## src/design/grid_dda_ray_caster_top_defines.svh

```systemverilog
// Assertion macros for the grid ray caster.
`ifndef GRID_DDA_RAY_CASTER_TOP_DEFINES_SVH
`define GRID_DDA_RAY_CASTER_TOP_DEFINES_SVH

// Same-cycle implication, sampled on clk_i, off during reset.
`define GDRC_ASSERT_NOW(name, pre, post) \
  name: assert property (@(posedge clk_i) disable iff (!rst_ni) (pre) |-> (post)) \
    else $error("%m: check failed");

// Next-cycle implication, sampled on clk_i, off during reset.
`define GDRC_ASSERT_NEXT(name, pre, post) \
  name: assert property (@(posedge clk_i) disable iff (!rst_ni) (pre) |=> (post)) \
    else $error("%m: check failed");

`endif

```

## src/design/gdrc_pkg.sv

```systemverilog
// Shared types, constants and the sine table builder for the grid ray caster.
package gdrc_pkg;

  localparam int SINE_ENTRIES = 256;
  localparam int SINE_BITS    = 8;
  localparam int IDX_W        = SINE_BITS + 1;
  localparam int MAG_W        = 16;
  localparam int DIR_W        = 17;
  localparam int POS_W        = 16;
  localparam int FRAC_W       = 11;
  localparam int CELL_W       = 5;
  localparam int KIND_W       = 3;
  localparam int DIST_W       = 17;
  localparam int RECIP_W      = 27;
  localparam int SIDE_W       = 48;
  localparam int MPOS_W       = 8;
  localparam int SEAM_W       = 26;

  localparam logic [DIST_W-1:0] DEPTH_RST = 17'd32768;
  localparam logic [KIND_W-1:0] KIND_FLOOR = 3'd0;

  localparam longint SeamOne = 64'd1 << SEAM_W;
  localparam logic [SEAM_W-1:0] SEAM_LO = SEAM_W'((3 * SeamOne + 99) / 100);
  localparam logic [SEAM_W-1:0] SEAM_HI = SEAM_W'((97 * SeamOne) / 100);

  localparam longint Q30_A1 = 64'sd1686629713;
  localparam longint Q30_A3 = -64'sd693598668;
  localparam longint Q30_A5 = 64'sd85569306;
  localparam longint Q30_A7 = -64'sd5026995;
  localparam longint Q30_A9 = 64'sd172272;

  typedef struct packed {
    logic                     cast;
    logic                     wr_ok;
    logic [POS_W-1:0]         pos_x;
    logic [POS_W-1:0]         pos_y;
    logic signed [DIR_W-1:0]  dir_x;
    logic signed [DIR_W-1:0]  dir_y;
    logic [CELL_W-1:0]        col;
    logic [CELL_W-1:0]        row;
    logic [KIND_W-1:0]        kind;
  } q_item_t;

  // Q30 product truncated toward zero.
  function automatic longint qmul30(longint a, longint b);
    logic   neg;
    longint ma;
    longint mb;
    neg = (a < 0) != (b < 0);
    ma  = (a < 0) ? -a : a;
    mb  = (b < 0) ? -b : b;
    return neg ? -((ma * mb) >>> 30) : ((ma * mb) >>> 30);
  endfunction

  // Quarter-wave entry in Q15, evaluated at elaboration only.
  function automatic logic [MAG_W-1:0] sine_entry(int i);
    longint x;
    longint x2;
    longint s;
    longint r;
    if (i >= SINE_ENTRIES) return 16'd32768;
    x  = (longint'(i) <<< 30) / SINE_ENTRIES;
    x2 = qmul30(x, x);
    s  = Q30_A9;
    s  = Q30_A7 + qmul30(x2, s);
    s  = Q30_A5 + qmul30(x2, s);
    s  = Q30_A3 + qmul30(x2, s);
    s  = Q30_A1 + qmul30(x2, s);
    r  = qmul30(x, s);
    if (r < 0) return '0;
    r = (r + 16384) >>> 15;
    return (r > 32768) ? 16'd32768 : MAG_W'(r);
  endfunction

endpackage

```

## src/design/gdrc_queue.sv

```systemverilog
// Two-entry queue between front and back.
module gdrc_queue (
  input  logic              clk_i,
  input  logic              rst_ni,
  input  logic              push_i,
  input  gdrc_pkg::q_item_t item_i,
  input  logic              pop_i,
  output gdrc_pkg::q_item_t item_o,
  output logic              full_o,
  output logic              empty_o
);
  import gdrc_pkg::*;

  q_item_t    slot_q [2];
  logic       wr_q;
  logic       rd_q;
  logic [1:0] cnt_q;

  always_ff @(posedge clk_i) begin
    if (push_i) slot_q[wr_q] <= item_i;
  end

  always_ff @(posedge clk_i or negedge rst_ni) begin
    if (!rst_ni) begin
      wr_q  <= 1'b0;
      rd_q  <= 1'b0;
      cnt_q <= '0;
    end else begin
      if (push_i) wr_q <= ~wr_q;
      if (pop_i)  rd_q <= ~rd_q;
      cnt_q <= cnt_q + 2'(push_i) - 2'(pop_i);
    end
  end

  assign item_o  = slot_q[rd_q];
  assign full_o  = cnt_q[1];
  assign empty_o = (cnt_q == 2'd0);

endmodule

```

## config.mk

```make
export PLATFORM = sky130hd
export DESIGN_NAME = gdrc_queue
export DESIGN_NICKNAME = d
export VERILOG_FILES = /design/src/design/grid_dda_ray_caster_top_defines.svh /design/src/design/gdrc_pkg.sv /design/src/design/gdrc_queue.sv
export SDC_FILE = /design/constraint.sdc
export NUM_CORES = 1
export LEC_CHECK = 0
export BUFFER_PORTS_ARGS = -buffer_cell sky130_fd_sc_hd__buf_2
export CAP_MARGIN = 20
export CELL_PAD_IN_SITES_DETAIL_PLACEMENT = 1
export CELL_PAD_IN_SITES_GLOBAL_PLACEMENT = 1
export CORE_MARGIN = 2
export CORE_UTILIZATION = 42
export DETAILED_ROUTE_END_ITERATION = 12
export GPL_TIMING_DRIVEN = 0
export PLACE_DENSITY = 0.8
export SYNTH_ARGS = -nofsm -noshare
export SYNTH_HDL_FRONTEND = slang
export SYNTH_SLANG_ARGS = --single-unit
```

## constraint.sdc

```tcl
create_clock -name clk_i -period 5.3 [get_ports clk_i]
set_input_delay 1.59 -clock clk_i [delete_from_list [all_inputs] [get_ports clk_i]]
set_output_delay 1.59 -clock clk_i [all_outputs]
set_load 0.02 [all_outputs]
```

-- After elaboration in Yosys (flattened, before gate mapping)
Memories as Yosys holds them, arrays and structs flattened.
Cells that the tools add are included.
- add/subtract/negate cells: 2
- mux-type cells: 2
- bitwise logic cells: 2
- reduce and logical (&&, ||, !) cells: 1
- operators by type and width (operator ; number):
    2-bit by 1-bit adder with 2-bit output ; 1
    2-bit zero test ; 1
    1-bit two-way mux ; 2
    1-bit inverter ; 2
    2-bit by 1-bit subtractor with 2-bit output ; 1
- flip-flop bits (word level): 4
- bits in writable memories: 162
- bits of input ports: 85
- word-level logic and storage cells: 11
- memories kept: 1
- memory list (name ; depth ; bits a word ; rd ports ; clocked after Yosys merged registers in ; wr ports ; RTL line ; RTL):
    slot_q ; 2 ; 81 ; 1 ; 0 ; 1 ; gdrc_queue.sv:14 ; q_item_t slot_q [2];

-- Depth between registers and ports, before layout
- depth after elaboration: 2
- gate-level depth with buffers: 5

-- Worst setup path after synthesis
No wires, ideal clock.
- kind: input -> register
- start point: in push_i
- end point: mem slot_q[0][0] (netlist bit), enable pin
- library setup time: 0.531 ns
- arrival: 5.131 ns
- required time: 4.769 ns
- setup slack: -0.361 ns
- cell stages on the path: 1
- cell sequence: nor2b_1
- cells in the longest elaborated chain, start to end: 2
- ends and longest elaborated chain (item ; RTL line ; RTL):
    start: declaration ; gdrc_queue.sv:5 ; input logic push_i,
    1-bit two-way mux ; gdrc_queue.sv:20 ; if (push_i) slot_q[wr_q] <= item_i;
    1-bit two-way mux (implied by the code) ; gdrc_queue.sv:20 ;
    end: declaration ; gdrc_queue.sv:14 ;
No other way between the ends.

==> qor.yml <==
cts_hold_buffers: 0
number_of_nets_produced_by_synthesis: 353
area_share_of_xor_xnor_cells_in_the_synthesized_design_pct: 0.642
hold_path_startpoint: "wr_q"
final_common_cell: "buf_2"
place.gp.congestion: 0.686
hold_path_depth: 1
synthToLayoutAreaGrowth_pct: 26.6
mappedNetlistArea_um2: 6430
fin_worst_skew_ns: 0.0108
io_buffer_count: 167
cap_viol_max_count: 0
chipHeight_um: 128
start_util_pct: 42.6
regToRegSetupSlack_ns: 3.47
r2r.worst_path.cells: 2
critical_path.reg2reg.startpoint: "wr_q"
yosysSeqAreaShare_pct: 77.2
final.min_clock_period_ns: 3.25
crit_path_start_kind: "register"
grt_antenna_before_repair: 0
p_leak_nw: 3.33
grt_setup_unrepaired: "no"
holdPathEnd: "wr_q"
fp.dieArea_um2: 16300
cts_htree_levels: 4
syn_inst: 266
final_cell_area_um2: 8150
detail_route.wl_per_cell_um: 18.4
critPathMaxStageDelay_ns: 0.34
pin_count_of_the_biggest_net_entering_global_routing: 49
ir_drop_v: 0.000260
ys_ff_latch: 166
reg2reg_to: "slot_q[0][68]"
total_power_w: 0.00468
main_combinational_cell_family_by_area_after_synthesis: "multiplexers"
coreArea_um2: 15100
layout.cells.most_common_list: "buf_2 (167), edfxtp_1 (162), mux2_4 (79), clkbuf_16 (17), buf_12 (9)"
post_cts_buffers: 0
fp-row-count: 45
synth.area.mux_share_pct: 18.8
yosysWarnings: 0
timing.slew.headroom_pct: 37.2
worstSetupEndpointType: "primary output"
final-setup-viol-count: 0
timing.critical_path.slowest_stage_cell: "dfrtp_1"
postSynthAreaPerCell_um2: 24.2
post_synth_and_or_nand_nor_area_fraction_pct: 0.253
tritoncts_num_sinks: 166
crit_path_max_fanout: 10
antenna_violating_nets_post_route: 0
drt-initial-drc-count: 119
diodes: 0
worst_ep_arrival_time_ns: 1.66
synth-compound-area-share_pct: 0
outcome: "complete, no violations"
crit_path_cell_trace: "buf_6, buf_12, mux2_4, buf_2"
post_synth_fa_ha_maj_area_fraction_pct: 0.389
max-clock-path-buffers: 2
fp.dieW_um: 128
postRouteWirelength_um: 12100
ioPinCount: 168
timing.final.hold_violations: 0
worst-endpoint-required_ns: 3.71
grt_usage_pct: 15.3
cts.reportedPaths.clkPinSlew_ns: 0.06
layout_worst_path_cycle_share_pct: 61.3
cts_buffers: 17
vias: 3083
final_layout_size_suffix_gt1_share_pct: 62.6
pwr_density_cell_nw_per_um2: 575
tritoncts: "done"
grt_pass1_wl_um: 18300
max_freq_mhz: 308
clk-insertion-delay-late_ns: 0.42
cts_root_buffer: "clkbuf_16"
min-delay-path-class: "reg2reg"
detailed_place.area_um2: 7590
yosys.cell_types.count: 13
vias_per_cell: 4.70
drt_pass1_iterations: 4
drv_slew: 0
first_global_vias: 3446
num-nets-final: 542
grt-ovfl-total: 0
detailedPlacementHpwl_um: 8420
worst_pin_slew_ns: 0.939
worst-setup-path-type: "reg2out"
drt_drc_violations_left: 0
cts_repair_resize_count: 0
cp-startpoint: "rd_q"
## logic make-up after synthesis
group | Yosys count
muxes | 81
DFF | 166
adders and majority gates | 2
xor gates and xnor gates | 3
and+or+nand+nor | 3
buffers and inverters | 11
## how the worst max path moves through the flow
stage,cells past startpoint,endpoint
after floorplan,1,slot_q[0][0]
after global placement,2,slot_q[0][67]
after detailed placement,3,slot_q[0][62]
after CTS,4,item_o[54]
after global routing,4,item_o[75]
final,4,item_o[54]
## Yosys cell counts
cell      count  area share (%)
nor2b_1       1           0.097
mux2_2        2            0.35
ha_1          2            0.39
xor3_1        1            0.37
inv_1         2            0.12
edfxtp_1    162              76
buf_6         1            0.17
mux2_4       79              18
and2_1        1           0.097
nor2_1        1           0.058
xor2_1        2            0.27
buf_12        8             2.5
dfrtp_1       4             1.6
## sequential cells by signal, summed over array words and instances (netlist names)
name / count
rd_q: 1
wr_q: 1
cnt_q: 2
slot_q: 162
## critical path: cells and delay by family (launching register included)
kind / cells / cell delay, ns
multiplexers: 1 / 0.31
buffers and inverters: 3 / 0.58
flip-flops: 1 / 0.34
## layout make-up
class / instances / area [um^2]
inverters: 2 / 7.51
well taps: 188 / 235
fillers: 1398 / 6940
repair buffers: 170 / 911
multi-input cells: 89 / 1300
flip-flops and latches: 166 / 4960
clock buffers: 18 / 429
clock inverters: 14 / 125
plain buffers: 9 / 171
## metrics by stage
stage	utilization, %	setup TNS (ns)	cells	setup slack (ns)	hold slack, ns
3_3_place_gp	49.8	-7.57	621	-0.0972	0.486
6_report	54.0	0	656	2.05	0.556
4_1_cts	54.0	0	656	2.01	0.559
3_5_place_dp	50.3	0	624	2.11	0.557
5_1_grt	54.0	0	656	1.98	0.575
2_1_floorplan	-	0	266	1.16	0.473
## power breakdown
group	switching, W	total (W)	leakage [nW]	internal (W)
Combinational	0.000900	0.00171	1.49	0.000810
Sequential	0.0000726	0.00182	1.57	0.00174
Clock	0.000505	0.00115	0.268	0.000650
Total	0.00148	0.00468	3.33	0.00320
## routing by layer
layer	part of all wire [%]	routed length (um)	track usage, %
met5	0	0	0
met4	1.4	171	5.82
met3	5.7	690	5.05
met2	54	6470	28.0
met1	39	4730	16.4
(Power assumes the default switching activity.)
